[src/ptfsm_pkg.sv]
// Shared types and constants of the programmable table state machine.
// Holds item field widths, action codes and the sequencer state type.
// No dependencies.
package ptfsm_pkg;

	localparam int STATE_W  = 4;
	localparam int TRANS_W  = 4;
	localparam int GUARD_W  = 16;
	localparam int ACTION_W = 2;

	// States and transitions that the 4-bit item fields can name
	localparam int FIELD_STATES = 2 ** STATE_W;
	localparam int FIELD_TRANS  = 2 ** TRANS_W;

	localparam int DEF_MAX_STATES      = 16;
	localparam int DEF_MAX_TRANSITIONS = 16;

	typedef enum logic [ACTION_W-1:0] {
		ACT_STEP  = 2'd0,
		ACT_ADD   = 2'd1,
		ACT_SET   = 2'd2,
		ACT_FORCE = 2'd3
	} action_t;

	typedef enum logic [1:0] {
		ST_IDLE,
		ST_MAP,
		ST_NEXT
	} seq_state_t;

endpackage

[src/ptfsm_ram.sv]
// Generic single-port-write, single-port-read RAM with registered read data.
// Read during a write to the same address returns the old contents.
// No dependencies.
module ptfsm_ram #(
	parameter int WIDTH = 8,
	parameter int DEPTH = 16,
	localparam int AW = (DEPTH > 1) ? $clog2(DEPTH) : 1
) (
	input  logic             clk,
	input  logic             we,
	input  logic [AW-1:0]    waddr,
	input  logic [WIDTH-1:0] wdata,
	input  logic             re,
	input  logic [AW-1:0]    raddr,
	output logic [WIDTH-1:0] rdata
);

	logic [WIDTH-1:0] mem_q [DEPTH];

	always_ff @(posedge clk) begin
		if (we) begin
			mem_q[waddr] <= wdata;
		end
		if (re) begin
			rdata <= mem_q[raddr];
		end
	end

endmodule

[src/programmable_table_fsm.sv]
// Programmable table-driven state machine: top level.
// Depends on ptfsm_pkg and ptfsm_ram (row map RAM and next-state RAM).
//
// Usage:
//   Input words arrive on s_tvalid/s_tready/s_tdata with the action code in
//   s_tuser. Each input word yields exactly one result word on
//   m_tvalid/m_tready/m_tdata: current state, moved flag, fired transition.
//   Actions: step with guards, add a table entry, set the state, force one
//   transition. Table entries are added at run time; a step fires the lowest
//   listed transition of the current state whose guard bit is set.
//
// Timing:
//   The accepting cycle reads the state's row of listed marks.
//   The row stage then finishes add, set and a miss, or reads the next-state
//   RAM on a hit; the next-state stage finishes a hit. The next word is taken
//   in the finishing cycle, so a new word can enter while the last one
//   finishes; moves pass through both stages because of the two dependent
//   RAM reads. The result goes into a registered output.
//
// Reset clears the current state and all row valid marks; the table is empty.
// If the receiver stalls with a result pending, the finishing word waits in
// its stage and s_tready drops until the output register frees up.
module programmable_table_fsm
	import ptfsm_pkg::*;
#(
	parameter int MAX_STATES      = DEF_MAX_STATES,
	parameter int MAX_TRANSITIONS = DEF_MAX_TRANSITIONS
) (
	input  logic        clk,
	input  logic        arst_n,
	input  logic        s_tvalid,
	output logic        s_tready,
	// guards[15:0], from_state[19:16], transition_number[23:20], to_state[27:24]
	input  logic [31:0] s_tdata,
	// action[1:0]
	input  logic [1:0]  s_tuser,
	output logic        m_tvalid,
	input  logic        m_tready,
	// state_now[3:0], moved[4], fired_transition[8:5]
	output logic [15:0] m_tdata
);

	localparam int NS = (MAX_STATES < FIELD_STATES) ? MAX_STATES : FIELD_STATES;
	localparam int NT = (MAX_TRANSITIONS < FIELD_TRANS) ? MAX_TRANSITIONS : FIELD_TRANS;
	localparam int SW = $clog2(NS);
	localparam int TW = (NT > 1) ? $clog2(NT) : 1;
	localparam int AW = $clog2(NS * NT);

	seq_state_t state_q, state_d;

	// item registers
	action_t             act_s1;
	logic [GUARD_W-1:0]  guards_s1;
	logic [STATE_W-1:0]  from_s1;
	logic [TRANS_W-1:0]  tr_s1;
	logic [STATE_W-1:0]  to_s1;
	logic [TW-1:0]       t_s2;

	logic [SW-1:0]       current_q;
	logic [NS-1:0]       valid_q;
	logic                fwd_hit_q;
	logic [NT-1:0]       fwd_row_q;
	logic [15:0]         out_q;
	logic                out_valid_q;

	// RAM ports
	logic                map_we, map_re;
	logic [SW-1:0]       map_waddr, map_raddr;
	logic [NT-1:0]       map_wdata, map_rdata;
	logic                nt_we, nt_re;
	logic [AW-1:0]       nt_waddr, nt_raddr;
	logic [SW-1:0]       nt_wdata, nt_rdata;

	logic                accept, out_free, done;
	logic [NT-1:0]       row, masked, hits;
	logic                found, tr_ok, listed;
	logic [TW-1:0]       t_sel, t_hit;
	logic                add_ok;
	logic [SW-1:0]       cur_next, cur_fwd;
	logic                moved_d;
	logic [TW-1:0]       fired_d;

	function automatic logic [AW-1:0] nt_addr(input logic [SW-1:0] st, input logic [TW-1:0] t);
		nt_addr = AW'(st) * AW'(NT) + AW'(t);
	endfunction

	ptfsm_ram #(.WIDTH(NT), .DEPTH(NS)) u_map_ram (
		.clk   (clk),
		.we    (map_we),
		.waddr (map_waddr),
		.wdata (map_wdata),
		.re    (map_re),
		.raddr (map_raddr),
		.rdata (map_rdata)
	);

	ptfsm_ram #(.WIDTH(SW), .DEPTH(NS * NT)) u_next_ram (
		.clk   (clk),
		.we    (nt_we),
		.waddr (nt_waddr),
		.wdata (nt_wdata),
		.re    (nt_re),
		.raddr (nt_raddr),
		.rdata (nt_rdata)
	);

	// row of listed marks; bypass a write issued in the read cycle
	always_comb begin
		row    = fwd_hit_q ? fwd_row_q : map_rdata;
		masked = valid_q[current_q] ? row : '0;
		if (act_s1 == ACT_ADD) begin
			masked = valid_q[from_s1[SW-1:0]] ? row : '0;
		end
		hits  = masked & guards_s1[NT-1:0];
		found = 1'b0;
		t_sel = '0;
		for (int i = NT - 1; i >= 0; i--) begin
			if (hits[i]) begin
				found = 1'b1;
				t_sel = TW'(i);
			end
		end
		tr_ok  = (tr_s1 < NT);
		listed = tr_ok && masked[tr_s1[TW-1:0]];
		add_ok = (from_s1 < NS) && (to_s1 < NS) && tr_ok;
	end

	assign out_free = !out_valid_q || m_tready;
	assign accept   = s_tvalid && s_tready;

	always_comb begin
		state_d   = state_q;
		done      = 1'b0;
		cur_next  = current_q;
		moved_d   = 1'b0;
		fired_d   = '0;
		t_hit     = t_sel;
		nt_re     = 1'b0;
		nt_raddr  = nt_addr(current_q, t_sel);
		map_we    = 1'b0;
		map_waddr = from_s1[SW-1:0];
		map_wdata = masked | (NT'(1) << tr_s1[TW-1:0]);
		nt_we     = 1'b0;
		nt_waddr  = nt_addr(from_s1[SW-1:0], tr_s1[TW-1:0]);
		nt_wdata  = to_s1[SW-1:0];
		case (state_q)
			ST_IDLE: begin
			end
			ST_MAP: begin
				if (act_s1 == ACT_FORCE) begin
					t_hit = tr_s1[TW-1:0];
				end
				if ((act_s1 == ACT_STEP && found) || (act_s1 == ACT_FORCE && listed)) begin
					nt_re    = 1'b1;
					nt_raddr = nt_addr(current_q, t_hit);
					state_d  = ST_NEXT;
				end else begin
					done = out_free;
					if (act_s1 == ACT_SET && from_s1 < NS) begin
						cur_next = from_s1[SW-1:0];
					end
					if (done && act_s1 == ACT_ADD && add_ok) begin
						map_we = 1'b1;
						nt_we  = 1'b1;
					end
				end
			end
			ST_NEXT: begin
				done     = out_free;
				cur_next = nt_rdata;
				moved_d  = 1'b1;
				fired_d  = t_s2;
			end
			default: begin
				state_d = ST_IDLE;
			end
		endcase
		if (done) begin
			state_d = ST_IDLE;
		end
		if (accept) begin
			state_d = ST_MAP;
		end
		s_tready = (state_q == ST_IDLE) || done;
	end

	// forward the state that this cycle's finishing word leaves behind
	assign cur_fwd   = done ? cur_next : current_q;
	assign map_re    = accept;
	assign map_raddr = (action_t'(s_tuser) == ACT_ADD) ? s_tdata[16 +: SW] : cur_fwd;

	always_ff @(posedge clk or negedge arst_n) begin
		if (!arst_n) begin
			state_q     <= ST_IDLE;
			current_q   <= '0;
			valid_q     <= '0;
			out_valid_q <= 1'b0;
			fwd_hit_q   <= 1'b0;
		end else begin
			state_q <= state_d;
			if (done) begin
				current_q <= cur_next;
			end
			if (map_we) begin
				valid_q[map_waddr] <= 1'b1;
			end
			if (done) begin
				out_valid_q <= 1'b1;
			end else if (m_tready) begin
				out_valid_q <= 1'b0;
			end
			if (map_re) begin
				fwd_hit_q <= map_we && (map_waddr == map_raddr);
			end
		end
	end

	always_ff @(posedge clk) begin
		if (accept) begin
			act_s1    <= action_t'(s_tuser);
			guards_s1 <= s_tdata[15:0];
			from_s1   <= s_tdata[19:16];
			tr_s1     <= s_tdata[23:20];
			to_s1     <= s_tdata[27:24];
		end
		if (map_re) begin
			fwd_row_q <= map_wdata;
		end
		if (nt_re) begin
			t_s2 <= t_hit;
		end
		if (done) begin
			out_q <= {7'd0, 4'(fired_d), moved_d, 4'(cur_next)};
		end
	end

	assign m_tvalid = out_valid_q;
	assign m_tdata  = out_q;

	a_accept_to_map: assert property (@(posedge clk) disable iff (!arst_n)
		accept |=> state_q == ST_MAP)
		else $error("accepted word did not enter the row read stage");

	a_next_after_map: assert property (@(posedge clk) disable iff (!arst_n)
		state_q == ST_NEXT |-> ($past(state_q) == ST_MAP || $past(state_q) == ST_NEXT))
		else $error("next-state stage entered without a row read");

	a_row_marked: assert property (@(posedge clk) disable iff (!arst_n)
		map_we |=> valid_q[$past(map_waddr)])
		else $error("written row not marked valid");

	a_no_move_no_fire: assert property (@(posedge clk) disable iff (!arst_n)
		(m_tvalid && !m_tdata[4]) |-> m_tdata[8:5] == 4'd0)
		else $error("fired transition nonzero without a move");

	a_done_needs_room: assert property (@(posedge clk) disable iff (!arst_n)
		done |-> (state_q == ST_MAP || state_q == ST_NEXT))
		else $error("result finished outside a work stage");

endmodule
[config.mk]
export PLATFORM = sky130hd
export DESIGN_NAME = programmable_table_fsm
export DESIGN_NICKNAME = d
export VERILOG_FILES = /design/src/ptfsm_pkg.sv /design/src/ptfsm_ram.sv /design/src/programmable_table_fsm.sv
export SDC_FILE = /design/constraint.sdc
export NUM_CORES = 2
export LEC_CHECK = 0
export ABC_CLOCK_PERIOD_IN_PS = 12800
export BUFFER_PORTS_ARGS = -buffer_cell sky130_fd_sc_hd__buf_2
export CAP_MARGIN = 5
export CORE_AREA = 2 2 323 325
export DETAILED_ROUTE_END_ITERATION = 10
export DIE_AREA = 0 0 325 327
export PLACE_DENSITY = 0.71
export SLEW_MARGIN = 15
export SYNTH_ARGS = -nofsm -noshare
export SYNTH_HDL_FRONTEND = slang
export SYNTH_SLANG_ARGS = --single-unit
[constraint.sdc]
create_clock -name clk -period 12.8 [get_ports clk]
set_input_delay 0 -clock clk [delete_from_list [all_inputs] [get_ports clk]]
set_output_delay 0 -clock clk [all_outputs]
set_load 0.1 [all_outputs]
==> impl_metrics.csv <==
group,metric,value,unit
outcome,status,"completed",
power_and_ir_drop,ir_worst_vdd,0.385,mV
grt,antenna_found_initial,3,
die,die_h,327,µm
place,dpl.hpwl,77300,µm
critical_path,end_kind,"flop",
sta,setup_viol_count_final,0,
die,dieArea,106000,µm²
die,io_pins,56,
clock_tree,clk_pin_slew_worst_paths,0.07,ns
sta,whs,0.0942,ns
sta,min_period,7.58,ns
yosys,postSynthCellCount,4061,
sta,finalSetupTns,0,ns
sta,finalHoldViolCount,0,
detailed_routing,drt_pass1_iterations,8,
yosys,avgSynthCellArea,13.9,µm²
worst_hold_path,min_path_type,"input port to flop",
critical_path,crit_path_max_fanout,153,
critical_path,crit_arrival,7.93,ns
yosys,synth.area.mux_share,5.84,%
place,port_buffers,44,
grt,grt_max_degree,209,
die,die_x,325,µm
detailed_routing,drt-vias-per-instance,6.21,
clock_tree,cts_tree,"built",
yosys,synth.cell_area,56300,µm²
critical_path,rr_startpoint,"tr_s1[0]",
power_and_ir_drop,power_density,225,nW/µm²
detailed_routing,vias,34737,
die,start_util,54.7,%
yosys,synth_edf_count,1359,
detailed_routing,routed_wl,141000,µm
yosys,ys_top_cells_by_area,"edfxtp_1, nand2_1, mux2i_1, nand3_1, nor2_1",
sta,skew,0.0266,ns
yosys,yosys.area_share.adder,0.0667,%
clock_tree,cts_sinks,1383,
grt,grt_overflow_total,0,
sta,fmax,132,MHz
sta,drv_slew,0,
critical_path,crit_buf_inv,3,
sta,finalCritPeriodShare,59.2,%
sta,slew_headroom,19.0,%
detailed_routing,drcViolationCount,0,
clock_tree,cts_resized,0,
yosys,yosysSeqAreaShare,73.6,%
critical_path,required,13.14,ns
yosys,yosysWarnings,0,
detailed_routing,drt_iter0_markers,4611,
yosys,synth_compound_area_share,6.69,%
clock_tree,cts_buffers,138,
critical_path,criticalPathCategory,"flop to flop",
yosys,synth_cell_types,74,
critical_path,crit_family,"compound AO/OA/AOI/OAI gates",
clock_tree,cts-root-buf,"clkbuf_16",
detailed_routing,final_antenna_net_count,0,
sta,worst_pin_slew,1.21,ns
finish,nNetsFinal,4139,
die,fp-row-count,118,
yosys,synth_top_area_share,72.5,%
critical_path,cp_cell_sequence,"nand4_1 > o21ai_0 > a21o_1 > nor4b_4 > o211ai_2 > mux2i_4 > buf_12 > buf_4 > nor2_1 > buf_4 > a221o_1 > a2111oi_0 > o21ai_0 > o22ai_1 > nand4_1",
finish,drive_above_1_share,8.53,%
grt,grt_pass1_wl,208000,µm
yosys,async_flop_share,1.74,%
die,coreArea,103000,µm²
critical_path,cp-start-kind,"flop",
yosys,synth_seq_cells,1383,
clock_tree,ctsLongestPathBuffers,3,
run,drv_cap,0,
yosys,yosys.area_share.simple,11.3,%
detailed_routing,wl_per_cell,25.2,µm
critical_path,startpoint,"tr_s1[0]",
place,gp_congestion,0.875,
critical_path,max_stage_delay,1.08,ns
yosys,synth-xor-area-share,0.0623,%
power_and_ir_drop,leakage,21.7,nW
clock_tree,clkLatencyLatePin,0.76,ns
grt,grt_use_total,26.2,%
grt,first_global_vias,33716,
yosys,ys.flop_type,"edfxtp_1",
sta,rsz0062_at_grt,"false",
clock_tree,htree_levels,4,
yosys,yosys.area.top_type,"edfxtp_1",
yosys,synth_top_family_by_area,"simple AND/OR/NAND/NOR gates",
worst_hold_path,hp-start,"s_tdata[19]",
clock_tree,post_cts_buffers,0,
critical_path,slowest_stage,"nand4_1",
finish,area_growth_syn_to_layout,11.4,%
-- power by group --
group	total [W]	internal [W]	switching, W
Combinational	0.00448	0.00120	0.00329
Clock	0.00395	0.00225	0.00170
Sequential	0.00569	0.00557	0.000114
-- cells by family after synthesis --
| family | Yosys count |
|---|---|
| DFF | 1383 |
| AOI/OAI and AO/OA | 558 |
| other | 1 |
| and+or+nand+nor | 1495 |
| buffers and inverters | 308 |
| xor gates and xnor gates | 4 |
| muxes | 309 |
| adders and majority gates | 3 |
-- state kept, by name, summed over array words and instances, names as in the netlist --
register / cells
u_map_ram.rdata: 16
m_tvalid: 1
u_next_ram.mem_q: 1024
nt_wdata: 4
fwd_row_q: 16
m_tdata: 9
valid_q: 16
fwd_hit_q: 1
state_q: 2
u_map_ram.mem_q: 256
u_next_ram.rdata: 4
from_s1: 4
act_s1: 2
t_s2: 4
guards_s1: 16
current_q: 4
tr_s1: 4
-- layer usage --
layer / vias to the layer above / share of wire [%] / track usage, %
met5: - / 0 / 0
met4: 0 / 3.6 / 10.0
met3: 317 / 9.3 / 4.52
met2: 1782 / 48 / 43.0
met1: 17320 / 39 / 35.4
li1: 15318 / - / -
-- layout make-up --
type / instances / area (µm²)
Sequential cell: 1383 / 41400
Fill cell: 7596 / 40200
Multi-Input combinational cell: 2376 / 13600
Clock buffer: 174 / 3670
Tap cell: 1380 / 1730
Timing Repair Buffer: 166 / 1380
Clock inverter: 77 / 741
Inverter: 33 / 124
Antenna cell: 1 / 2.50
-- synthesized netlist by cell type (20+ instances only) --
master     count
a31oi_1       67
buf_2         70
mux2i_1      273
nor4_1        34
edfxtp_1    1359
nor2b_1       27
clkbuf_1     162
mux2_2        21
o2111ai_1     32
o21ai_0       41
a221oi_1      20
inv_1         32
a21oi_1      190
nor2_1       273
o221ai_1      37
a211oi_1      45
nand3_1      315
buf_4         26
dfrtp_1       24
nand2_1      771
nand2b_1      25
-- cell usage in the layout (no fill, tap or decap), drive strengths merged, types with 5 or more instances in the layout --
cell         synthesis  layout
a2111oi             18      18
a211o               16      16
a211oi              45      45
a21oi              191     191
a221o               12      12
a221oi              20      20
a22oi                9       9
a31oi               68      68
a32oi               16      16
and2                 8       8
buf                113     103
bufinv               0      10
clkbuf             162     174
clkinv               0      59
conb                 1       7
dfrtp               24      24
dlygate4sd3          0      63
edfxtp            1359    1359
inv                 33      39
mux2                24      24
mux2i              276     276
mux4                 9       9
nand2              771     771
nand2b              25      25
nand3              315     315
nand4                6       6
nor2               275     275
nor2b               27      27
nor3                14      14
nor4                34      34
o2111ai             32      32
o21ai               52      52
o221ai              37      37
o22ai               18      18
or2                  5       5
-- final timing paths --
| path | endpoint | slack (ns) | cells past startpoint |
|---|---|---|---|
| max reg2reg | u_next_ram.rdata[1] | 5.22 | 15 |
| min in group asynchronous | current_q[0] | 0.32 | 4 |
| min reg2reg | valid_q[14] | 0.50 | 1 |
| min | from_s1[3] | 0.09 | 2 |
| max in group asynchronous | current_q[0] | 12.32 | 4 |
| max | u_next_ram.rdata[1] | 5.22 | 15 |
-- per-stage QoR --
stage | instance area [µm²] | std cells | util, % | setup WS [ns] | power [W]
2_1_floorplan | 56300 | 4067 | - | 8.13 | 0.00874
3_3_place_gp | 57600 | 5274 | 56.0 | 5.58 | 0.0101
3_5_place_dp | 57600 | 5274 | 56.0 | 5.46 | 0.0102
4_1_cts | 62700 | 5589 | 60.9 | 5.45 | 0.0141
5_1_grt | 62700 | 5589 | 60.9 | 5.04 | 0.0146
6_report | 62700 | 5590 | 60.9 | 5.22 | 0.0141
-- timing repair --
action	CTS	global route
hold buffers	64	0
endpoints found under the setup margin	0	0
hold endpoints to repair	61	0
Note: power is estimated with default switching activity, not from simulation.
